[src/rtl/acsc_pkg.sv]
// Shared types, constants and result codes for the clip-space box cull pipeline.
`timescale 1ns / 1ps
package acsc_pkg;

  localparam int Q_W         = 32;
  localparam int THR_W       = 18;
  localparam int NCORNER     = 8;
  localparam int IN_DATA_W   = 216;
  localparam int OUT_DATA_W  = 8;
  localparam int CFG_ADDR_W  = 3;
  localparam int CFG_DATA_W  = 64;

  // Pipeline geometry.
  localparam int XF_LAT      = 3;
  localparam int DIV_BITS    = 2;
  localparam int DIV_QBITS   = 32;
  localparam int DIV_STAGES  = DIV_QBITS / DIV_BITS;
  localparam int DIV_LAT     = DIV_STAGES + 2;
  localparam int DEC_LAT     = 4;
  localparam int SIDE_LAT    = XF_LAT + DIV_LAT;
  localparam int PIPE_LAT    = XF_LAT + DIV_LAT + DEC_LAT;

  localparam logic signed [32:0] NEAR_EPS_RAW = 33'sd6;

  typedef enum logic [2:0] {
    RSN_INSIDE  = 3'd0,
    RSN_INVALID = 3'd1,
    RSN_NEAR    = 3'd2,
    RSN_OUTSIDE = 3'd3,
    RSN_SMALL   = 3'd4
  } reason_t;

  typedef logic [3:0][3:0][Q_W-1:0]      mat_t;
  typedef logic [2:0][Q_W-1:0]           vec3_t;
  typedef logic [NCORNER-1:0][3:0][Q_W-1:0] clip_t;
  typedef logic [NCORNER-1:0][Q_W-1:0]   ndc8_t;

  // Default matrix, rows 3 down to 0, each row from column 3 down to 0.
  localparam mat_t MAT_RESET = {
    {32'h0001_0000, 32'h0000_0000, 32'h0000_0000, 32'h0000_0000},
    {32'h0000_0000, 32'h0001_0000, 32'h0000_0000, 32'h0000_0000},
    {32'h0000_0000, 32'h0000_0000, 32'h0001_0000, 32'h0000_0000},
    {32'h0000_0000, 32'h0000_0000, 32'h0000_0001, 32'h0000_0000}
  };

  typedef struct packed {
    logic crosses;
    logic outside;
  } flags_t;

  typedef struct packed {
    logic             box_valid;
    logic [THR_W-1:0] thr;
  } side_t;

endpackage

[src/rtl/acsc_ndc_div.sv]
// Pipelined restoring divider for (c << 16) / w, truncated and saturated to 32 bits.
`timescale 1ns / 1ps
module acsc_ndc_div (
  input  logic        clk,
  input  logic        en,
  input  logic [31:0] num,
  input  logic [31:0] den,
  output logic [31:0] quo
);
  import acsc_pkg::*;

  logic [31:0] rem_r  [DIV_STAGES+1];
  logic [31:0] dvd_r  [DIV_STAGES+1];
  logic [31:0] q_r    [DIV_STAGES+1];
  logic [31:0] d_r    [DIV_STAGES+1];
  logic        neg_r  [DIV_STAGES+1];
  logic        ovf_r  [DIV_STAGES+1];
  logic [31:0] rem_nxt [DIV_STAGES];
  logic [31:0] dvd_nxt [DIV_STAGES];
  logic [31:0] q_nxt   [DIV_STAGES];
  logic [31:0] quo_r;
  logic [31:0] mag;

  assign mag = num[31] ? (~num + 32'd1) : num;

  // Setup: magnitude, divisor and the overflow check |c| >= w * 2^15.
  always_ff @(posedge clk) begin
    if (en) begin
      neg_r[0] <= num[31];
      ovf_r[0] <= ({14'd0, mag} >= {den[30:0], 15'd0});
      d_r[0]   <= {1'b0, den[30:0]};
      rem_r[0] <= {16'd0, mag[31:16]};
      dvd_r[0] <= {mag[15:0], 16'd0};
      q_r[0]   <= '0;
    end
  end

  always_comb begin
    logic [32:0] rs;
    logic [31:0] r;
    logic [31:0] n;
    logic [31:0] q;
    for (int s = 0; s < DIV_STAGES; s++) begin
      r = rem_r[s];
      n = dvd_r[s];
      q = q_r[s];
      for (int b = 0; b < DIV_BITS; b++) begin
        rs = {r, n[31]};
        n  = {n[30:0], 1'b0};
        if (rs >= {1'b0, d_r[s]}) begin
          rs = rs - {1'b0, d_r[s]};
          q  = {q[30:0], 1'b1};
        end else begin
          q  = {q[30:0], 1'b0};
        end
        r = rs[31:0];
      end
      rem_nxt[s] = r;
      dvd_nxt[s] = n;
      q_nxt[s]   = q;
    end
  end

  always_ff @(posedge clk) begin
    if (en) begin
      for (int s = 0; s < DIV_STAGES; s++) begin
        rem_r[s+1] <= rem_nxt[s];
        dvd_r[s+1] <= dvd_nxt[s];
        q_r[s+1]   <= q_nxt[s];
        d_r[s+1]   <= d_r[s];
        neg_r[s+1] <= neg_r[s];
        ovf_r[s+1] <= ovf_r[s];
      end
    end
  end

  // Without overflow the quotient is below 2^31, so negation cannot wrap.
  always_ff @(posedge clk) begin
    if (en) begin
      if (ovf_r[DIV_STAGES]) begin
        quo_r <= neg_r[DIV_STAGES] ? 32'h8000_0000 : 32'h7FFF_FFFF;
      end else begin
        quo_r <= neg_r[DIV_STAGES] ? (~q_r[DIV_STAGES] + 32'd1) : q_r[DIV_STAGES];
      end
    end
  end

  assign quo = quo_r;

endmodule

[config.mk]
export PLATFORM = sky130hd
export DESIGN_NAME = acsc_ndc_div
export DESIGN_NICKNAME = d
export VERILOG_FILES = /design/src/rtl/acsc_pkg.sv /design/src/rtl/acsc_ndc_div.sv
export SDC_FILE = /design/constraint.sdc
export NUM_CORES = 2
export LEC_CHECK = 0
export BUFFER_PORTS_ARGS = -buffer_cell sky130_fd_sc_hd__buf_4
export CORE_MARGIN = 2
export CORE_UTILIZATION = 43
export DETAILED_ROUTE_END_ITERATION = 10
export GPL_ROUTABILITY_DRIVEN = 1
export GPL_TIMING_DRIVEN = 0
export PLACE_DENSITY_LB_ADDON = 0.15
export SYNTH_ARGS = -nofsm -noshare
export SYNTH_HDL_FRONTEND = slang
export SYNTH_SLANG_ARGS = --single-unit
[constraint.sdc]
create_clock -name clk -period 11.3 [get_ports clk]
set_input_delay 0 -clock clk [delete_from_list [all_inputs] [get_ports clk]]
set_output_delay 0 -clock clk [all_outputs]
set_load 0.005 [all_outputs]
==> qor.yml <==
status: "complete, no violations"
dieArea_um2: 247000
antenna_found_initial: 11
critPathKind: "reg2reg"
path_clk_slew_ns: 0.06
ant_nets: 0
wirelength_um: 307000
dp_hpwl_um: 242000
grt_usage_pct: 24.0
drc: 0
wl_per_cell_um: 21.7
die_w_um: 497
syn_inst: 10400
first_global_vias: 79400
netlist_top_cells_count: "edfxtp_1, a21oi_1, ha_1, inv_1, nor2_1"
grt_pass1_wl_um: 466000
cts_buffers: 169
drive_gt1_share_pct: 9.71
max_stage_delay_ns: 1.13
ys_top_cells_by_area: "edfxtp_1, ha_1, mux2_2"
finalHoldViolCount: 0
maxSlewViolCount: 0
finalWorstPathRequiredPeriod_ns: 8.83
grt-ovfl-total: 0
yosys_most_used_dff: "edfxtp_1"
start_kind: "flip-flop"
drt_iter0_drc: 6604
fin_worst_skew_ns: 0.0349
cts_tree: "done"
nNetsFinal: 11900
synth-seq-area-share_pct: 40.2
crit_fanout: 10
fin_crit_sh_pct: 78.1
avgSynthCellArea_um2: 10.1
dr.pass1.iters: 5
htreeDepth: 4
ys_types: 114
synth.most_common_cell: "edfxtp_1"
clockBufferDepth: 3
via_per_inst: 5.79
clk_latency_ns: 0.82
core_area_um2: 243000
synth_edf_count: 1402
endpoint_kind: "flip-flop"
yosysTopAreaCell: "edfxtp_1"
rsz0062_at_grt: "false"
min_from: "num[1]"
synthToLayoutAreaGrowth_pct: 11.2
io_buffers: 96
cap_violations: 0
row_count: 181
r2r-start: "d_r[0][65]$_DFFE_PP_"
cts_hold_buf: 117
setup_viol: 0
hold_ws_ns: 0.0455
syn_nets: 11500
tightest_slew_ns: 1.34
start_util_pct: 43.1
fillers: 22600
yosysWarnings: 0
ioPinCount: 98
vias: 81800
synth_async_sr_flop_share_pct: 0
maxSlewHeadroom_pct: 8.67
cts_setup_buffers: 0
cpMaxStageDelayCell: "a2111oi_0"
synth_top_area_share_pct: 40.2
clkSinkCount: 1402
gp_congestion: 0.947
place_ws_ns: 2.59
crit_arrival_ns: 9.36
cts_resized: 0
fmax_mhz: 113
grt_start_max_net_pins: 197
netlist_area_um2: 105000
crit_path_start: "d_r[0][65]$_DFFE_PP_"
seq_area_um2: 42100
required_ns: 11.84
setup_ws_ns: 2.47
multiInputGateArea_um2: 58400
ctsRootBufferMaster: "clkbuf_16"
dieHeight_um: 497
hp-class: "in2reg"
cp_common_cell: "a21oi_1"
ys_ff_latch: 1402
-- metrics by stage --
stage / setup TNS, ns / cell area [um2] / util (%) / instances
final: 0 / 116000 / 47.9 / 14100
after global routing: 0 / 116000 / 47.9 / 14100
after CTS: 0 / 116000 / 47.9 / 14100
after detailed placement: 0 / 110000 / 45.2 / 13700
after global placement: -2935.04 / 109000 / 45.1 / 13700
after floorplan: 0 / 105000 / - / 10400
-- placed cells by master (no fill, tap or decap), drive strengths merged, types with 134 or more instances in the layout --
master / Yosys / final
nand3: 199 / 199
xnor2: 591 / 591
buf: 84 / 189
inv: 805 / 815
xor2: 258 / 258
a21oi: 1001 / 1001
clkbuf: 139 / 336
nor2: 670 / 670
ha: 989 / 989
edfxtp: 1402 / 1402
mux2: 546 / 546
a21o: 450 / 450
o21bai: 134 / 134
o21ai: 624 / 624
nor3: 177 / 177
nand2: 626 / 626
nand4: 147 / 147
-- registers in the layout, indices dropped and copies added (netlist names) --
register,flops
ovf_r,17
dvd_r,72
d_r,496
quo,32
rem_r,496
neg_r,17
q_r,272
-- routing by layer --
layer	track usage, %	up-vias	wire length, um
met5	0	-	0
met4	6.66	0	8370
met2	38.8	2133	140000
met3	3.13	440	15300
li1	-	39700	-
met1	33.6	39500	143000
-- final timing paths --
kind | end | slack (ns) | cells after the start
max | rem_r[0][126]$_DFFE_PP_ | 2.47 | 25
min | dvd_r[0][15]$_DFFE_PP_ | 0.05 | 3
max reg2reg | rem_r[0][126]$_DFFE_PP_ | 2.47 | 25
min reg2reg | q_r[0][335]$_DFFE_PP_ | 0.41 | 0
-- kinds of logic (layout without fill, tap and decap cells) --
group	Yosys count	in the layout	synth area share, %
mux	581	581	6.27
buf+inv	1029	1550	3.88
flops	1402	1402	40.2
compound gates	3075	3075	18.8
xor+xnor	849	849	7.11
other cells	0	5	0
fa+ha+maj	1013	1013	12.3
simple gates	2453	2453	11.4
-- critical path, delay by kind of cell, from the launching register on --
family / cells / cell delay, ns
AO/OA/AOI/OAI: 15 / 4.70
adder cells (fa/ha/maj): 2 / 0.70
buffers and inverters: 4 / 1.45
flip-flops: 1 / 0.43
multiplexers: 1 / 0.37
AND/OR/NAND/NOR: 3 / 0.89
-- final cells by class --
class / count / share of cell area (%)
Multi-Input combinational cell: 7971 / 50.3
Sequential cell: 1402 / 36.2
Clock buffer: 197 / 3.76
Tap cell: 3202 / 3.44
Inverter: 806 / 2.60
Timing Repair Buffer: 222 / 1.86
Clock inverter: 102 / 0.982
Buffer: 223 / 0.882
Antenna cell: 5 / 0.0108
Power is left out: the tool's default activity adds up to more than one toggle a clock period on the data nets, which glitch-free logic cannot reach.
