==> config.mk <==
export PLATFORM = sky130hd
export DESIGN_NAME = acsc_decide
export DESIGN_NICKNAME = d
export VERILOG_FILES = /design/src/rtl/acsc_pkg.sv /design/src/rtl/acsc_decide.sv
export SDC_FILE = /design/constraint.sdc
export NUM_CORES = 2
export LEC_CHECK = 0
export BUFFER_PORTS_ARGS = -buffer_cell sky130_fd_sc_hd__buf_2
export CAP_MARGIN = 20
export CORE_MARGIN = 2
export CORE_UTILIZATION = 45
export CTS_CLUSTER_DIAMETER = 100
export DETAILED_ROUTE_END_ITERATION = 16
export PLACE_DENSITY = 0.7
export REMOVE_ABC_BUFFERS = 1
export SETUP_SLACK_MARGIN = 0.3
export SLEW_MARGIN = 0
export SYNTH_ARGS = -nofsm -noshare
export SYNTH_HDL_FRONTEND = slang
export SYNTH_SLANG_ARGS = --single-unit
==> constraint.sdc <==
create_clock -name clk -period 5.2 [get_ports clk]
set_input_delay 1.04 -clock clk [delete_from_list [all_inputs] [get_ports clk]]
set_output_delay 1.04 -clock clk [all_outputs]
set_load 0.05 [all_outputs]
==> src/rtl/acsc_pkg.sv <==
// Shared types, constants and result codes for the clip-space box cull pipeline.
`timescale 1ns / 1ps
package acsc_pkg;

  localparam int Q_W         = 32;
  localparam int THR_W       = 18;
  localparam int NCORNER     = 8;
  localparam int IN_DATA_W   = 216;
  localparam int OUT_DATA_W  = 8;
  localparam int CFG_ADDR_W  = 3;
  localparam int CFG_DATA_W  = 64;

  // Pipeline geometry.
  localparam int XF_LAT      = 3;
  localparam int DIV_BITS    = 2;
  localparam int DIV_QBITS   = 32;
  localparam int DIV_STAGES  = DIV_QBITS / DIV_BITS;
  localparam int DIV_LAT     = DIV_STAGES + 2;
  localparam int DEC_LAT     = 4;
  localparam int SIDE_LAT    = XF_LAT + DIV_LAT;
  localparam int PIPE_LAT    = XF_LAT + DIV_LAT + DEC_LAT;

  localparam logic signed [32:0] NEAR_EPS_RAW = 33'sd6;

  typedef enum logic [2:0] {
    RSN_INSIDE  = 3'd0,
    RSN_INVALID = 3'd1,
    RSN_NEAR    = 3'd2,
    RSN_OUTSIDE = 3'd3,
    RSN_SMALL   = 3'd4
  } reason_t;

  typedef logic [3:0][3:0][Q_W-1:0]      mat_t;
  typedef logic [2:0][Q_W-1:0]           vec3_t;
  typedef logic [NCORNER-1:0][3:0][Q_W-1:0] clip_t;
  typedef logic [NCORNER-1:0][Q_W-1:0]   ndc8_t;

  // Default matrix, rows 3 down to 0, each row from column 3 down to 0.
  localparam mat_t MAT_RESET = {
    {32'h0001_0000, 32'h0000_0000, 32'h0000_0000, 32'h0000_0000},
    {32'h0000_0000, 32'h0001_0000, 32'h0000_0000, 32'h0000_0000},
    {32'h0000_0000, 32'h0000_0000, 32'h0001_0000, 32'h0000_0000},
    {32'h0000_0000, 32'h0000_0000, 32'h0000_0001, 32'h0000_0000}
  };

  typedef struct packed {
    logic crosses;
    logic outside;
  } flags_t;

  typedef struct packed {
    logic             box_valid;
    logic [THR_W-1:0] thr;
  } side_t;

endpackage

==> src/rtl/acsc_decide.sv <==
// Registered min/max tree over the NDC corners and the final cull decision.
`timescale 1ns / 1ps
module acsc_decide (
  input  logic             clk,
  input  logic             en,
  input  acsc_pkg::ndc8_t  ndc_x,
  input  acsc_pkg::ndc8_t  ndc_y,
  input  acsc_pkg::flags_t flags,
  input  acsc_pkg::side_t  side,
  output logic             visible,
  output acsc_pkg::reason_t reason
);
  import acsc_pkg::*;

  logic [31:0] mnx1_r [4], mxx1_r [4], mny1_r [4], mxy1_r [4];
  logic [31:0] mnx2_r [2], mxx2_r [2], mny2_r [2], mxy2_r [2];
  logic [31:0] mnx3_r, mxx3_r, mny3_r, mxy3_r;
  flags_t      flags_r [3];
  side_t       side_r  [3];
  logic        visible_r;
  reason_t     reason_r;

  function automatic logic [31:0] smin(input logic [31:0] a, input logic [31:0] b);
    return ($signed(a) < $signed(b)) ? a : b;
  endfunction

  function automatic logic [31:0] smax(input logic [31:0] a, input logic [31:0] b);
    return ($signed(a) > $signed(b)) ? a : b;
  endfunction

  always_ff @(posedge clk) begin
    if (en) begin
      for (int k = 0; k < 4; k++) begin
        mnx1_r[k] <= smin(ndc_x[2*k], ndc_x[2*k+1]);
        mxx1_r[k] <= smax(ndc_x[2*k], ndc_x[2*k+1]);
        mny1_r[k] <= smin(ndc_y[2*k], ndc_y[2*k+1]);
        mxy1_r[k] <= smax(ndc_y[2*k], ndc_y[2*k+1]);
      end
      for (int k = 0; k < 2; k++) begin
        mnx2_r[k] <= smin(mnx1_r[2*k], mnx1_r[2*k+1]);
        mxx2_r[k] <= smax(mxx1_r[2*k], mxx1_r[2*k+1]);
        mny2_r[k] <= smin(mny1_r[2*k], mny1_r[2*k+1]);
        mxy2_r[k] <= smax(mxy1_r[2*k], mxy1_r[2*k+1]);
      end
      mnx3_r <= smin(mnx2_r[0], mnx2_r[1]);
      mxx3_r <= smax(mxx2_r[0], mxx2_r[1]);
      mny3_r <= smin(mny2_r[0], mny2_r[1]);
      mxy3_r <= smax(mxy2_r[0], mxy2_r[1]);
      flags_r[0] <= flags;
      side_r[0]  <= side;
      for (int k = 1; k < 3; k++) begin
        flags_r[k] <= flags_r[k-1];
        side_r[k]  <= side_r[k-1];
      end
    end
  end

  // With no corner crossing near, every corner fed the tree, so the
  // extents are never negative here.
  always_ff @(posedge clk) begin
    logic signed [32:0] ext_x;
    logic signed [32:0] ext_y;
    logic signed [32:0] thr_s;
    if (en) begin
      ext_x = $signed({mxx3_r[31], mxx3_r}) - $signed({mnx3_r[31], mnx3_r});
      ext_y = $signed({mxy3_r[31], mxy3_r}) - $signed({mny3_r[31], mny3_r});
      thr_s = $signed({15'd0, side_r[2].thr});
      if (!side_r[2].box_valid) begin
        visible_r <= 1'b1;
        reason_r  <= RSN_INVALID;
      end else if (flags_r[2].crosses) begin
        visible_r <= 1'b1;
        reason_r  <= RSN_NEAR;
      end else if (flags_r[2].outside) begin
        visible_r <= 1'b0;
        reason_r  <= RSN_OUTSIDE;
      end else if ((side_r[2].thr != '0) && (ext_x < thr_s) && (ext_y < thr_s)) begin
        visible_r <= 1'b0;
        reason_r  <= RSN_SMALL;
      end else begin
        visible_r <= 1'b1;
        reason_r  <= RSN_INSIDE;
      end
    end
  end

  assign visible = visible_r;
  assign reason  = reason_r;

endmodule

==> results.py <==
metrics = {
    "outcome": {
        "status": "completed",
    },
    "worst_setup_path": {
        "r2r-start": "mny3_r[0]",
        "regToRegSetupSlack_ns": 0.68,
        "worstSetupEndpointType": "register",
        "ff2ff_path_depth": 18,
        "cp.required_ns": 5.63,
        "worstReg2RegEnd": "visible",
        "crit_arrival_ns": 4.95,
        "critPathKind": "register to register",
        "start_kind": "register",
        "worstPathMaxFanout": 6,
    },
    "cells_and_area": {
        "finalInstanceArea_um2": 69690,
        "nets": 7183,
        "fillCellCount": 11860,
        "area_growth_pct": 13.59,
        "drive_above_1_share_pct": 22.85,
    },
    "clock_tree": {
        "htree_num_levels": 3,
        "cts_max_path_buffers": 3,
        "cts_tree": "done",
        "cts_buffers": 104,
        "cts_num_sinks": 963,
        "cts-root-buf": "clkbuf_16",
        "path_clk_slew_ns": 0.06,
        "hold_buffers": 0,
        "insertion_delay_ns": 0.74,
    },
    "logic_synthesis": {
        "yosysSeqAreaShare_pct": 47.14,
        "synth_area_um2": 61350,
        "synth_top_area_share_pct": 47.14,
        "synth_cells": 5365,
        "async_flop_share_pct": 0,
        "synth_edf_count": 963,
        "yosys.area.top_type": "edfxtp_1",
        "synth_seq_cells": 963,
        "synth-warning-count": 0,
        "syn_area_per_cell_um2": 11.44,
        "synth_ff_type": "edfxtp_1",
        "netlist_top_cells_area": "edfxtp_1, ha_1, mux2_2, inv_1, o21ai_0",
        "synth_cell_types": 78,
    },
    "place": {
        "globalplace.congestion": 0.9666,
        "place_area_um2": 66320,
        "dpl_worst_slack_ns": 0.4748,
        "io_buffers": 538,
        "dp_hpwl_um": 140300,
    },
    "power_and_ir_drop": {
        "p_leak_uw": 0.03078,
        "cellPowerDensity_nw_per_um2": 416.8,
        "vdd_drop_max_uv": 329.9,
    },
    "global_route": {
        "grt_pass1_wl_um": 261000,
        "grt_pass1_vias": 42720,
        "antenna_found_initial": 59,
        "track_usage_pct": 24.70,
        "grt.overflow.total": 0,
        "grt_max_degree": 158,
    },
    "sta": {
        "drv_slew": 0,
        "tightest_slew_ns": 1.043,
        "hold_viol": 0,
        "fin_crit_ns": 4.520,
        "fin_crit_sh_pct": 86.92,
        "rsz0062_at_grt": "false",
        "skew_ns": 0.05424,
        "setup_slack_ns": 0.6802,
        "fin_tns_setup_ns": 0,
        "setup_violations": 0,
        "max_freq_mhz": 221.3,
        "hold_ws_ns": 0.4157,
        "slew_headroom_pct": 30.50,
    },
    "hold_path": {
        "hold_start": "side_r[0][31]",
        "worstHoldPathType": "register to register",
        "hold_end": "side_r[0][50]",
        "whs_path_depth": 0,
    },
    "route": {
        "antenna_left": 0,
        "vias_per_cell": 5.583,
        "finalWirelength_um": 176400,
        "drtIter0Drc": 4181,
        "drc": 0,
        "wl_per_cell_um": 22.58,
        "drt_first_pass_iters": 5,
        "num_vias": 43610,
    },
    "floorplan": {
        "dieArea_um2": 139300,
        "core.rowCount": 135,
        "fp.dieH_um": 373.2,
        "initial_core_util_pct": 45.29,
        "ios": 539,
        "die_w_um": 373.2,
        "coreArea_um2": 135500,
    },
    "run": {
        "cap_violations": 0,
    },
}
## worst max-delay path by stage
stage,to,from
detailed placement,visible,mnx3_r[0]
CTS,visible,mnx3_r[0]
floorplan,mxy1_r[1][0],ndc_y[105]
global placement,visible,mnx3_r[0]
finish,visible,mny3_r[0]
global route,visible,mny3_r[0]
## area by class of cell
type                    count  area [um^2]  share of cell area, %
multi-input cells        3515        29190                  41.88
flip-flops and latches    963        28920                  41.50
repair buffers            593         3273                  4.697
inverters                 737         2766                  3.970
clock buffers             129         2696                  3.869
well taps                1781         2228                  3.198
clock inverters            62        539.3                 0.7739
diodes                     31        77.57                 0.1113
## metrics by stage
step | util (%) | cells | total power, uW
floorplan | - | 5215 | 18100
global placement | 48.94 | 7587 | 21610
detailed placement | 48.96 | 7588 | 21810
CTS | 51.35 | 7779 | 29030
global route | 51.40 | 7789 | 30640
finish | 51.44 | 7811 | 29050
## synthesized netlist by cell type, drive strengths merged (71+ instances only)
master and n:
o21ai 356, nand2 344, ha 732, inv 737, nor2 82, edfxtp 963, and2 71, a21o 189
mux2i 74, clkbuf 92, nor2b 77, a21oi 301, nand4 135, mux2 622, a211oi 86
## power by group
part	total (uW)	leakage [uW]	internal (uW)	switching, uW
Sequential	11200	0.00941	10400	875
Combinational	10700	0.0198	4630	6040
Clock	7150	0.00158	3950	3200
Total	29000	0.0308	18900	10100
## flip-flops by register name, indices dropped and copies added, names as in the netlist, 57 cells and up
register,count
mnx1_r,128
mny1_r,128
mxx1_r,128
mxy1_r,128
mnx2_r,64
mny2_r,64
mxx2_r,64
mxy2_r,64
side_r,57
## worst max-delay path, cell delays in order, from the launching register on
cell and delay (ns):
edfxtp_1 0.37, ha_1 0.24, fa_1 0.39, nand2b_1 0.19
a21oi_2 0.20, a211oi_4 0.09, o31a_1 0.40, o21ai_1 0.25
xor2_1 0.21, ha_1 0.27, nand3_1 0.08, nor2_1 0.05
a221oi_1 0.28, o221ai_1 0.18, a2111oi_1 0.29, nand4_1 0.13
a211oi_1 0.28, o211ai_1 0.16, a21boi_1 0.17
## what timing repair did
action | 4_1_cts | 5_1_grt
gates resized for setup | 0 | 12
endpoints found under the setup margin | 0 | 2
buffers inserted | 0 | 1
## placed cells by master (no fill, tap or decap), types with 31 or more instances in the layout
cell type,instances
a211oi_1,84
nor2_1,79
nor2b_1,76
mux2_2,562
inv_1,737
mux2i_1,67
buf_2,537
and2_1,71
clkbuf_16,104
buf_4,43
nand4_1,135
nand2_1,344
edfxtp_1,963
a21oi_1,300
nand3_1,50
a21o_1,189
ha_1,730
nand2b_1,61
o21ai_0,344
o21a_1,65
diode_2,31
## per-layer routing
metal / part of all wire (%) / GRT usage [%] / vias up
li1: - / - / 20840
met1: 42 / 33.01 / 20980
met2: 47 / 40.98 / 1465
met3: 7.2 / 3.871 / 315
met4: 3.5 / 8.174 / 14
met5: 0.044 / 0 / -
## logic make-up (layout without fill, tap and decap cells)
group	after synthesis	in the layout	synth area share [%]
AOI/OAI and AO/OA	1124	1124	11.26
xor gates and xnor gates	48	48	0.7281
adders and majority gates	734	734	14.99
buffers and inverters	887	1521	5.558
DFF	963	963	47.14
muxes	696	696	12.83
other	0	31	0
and+or+nand+nor	913	913	7.497
(Power assumes the default switching activity.)
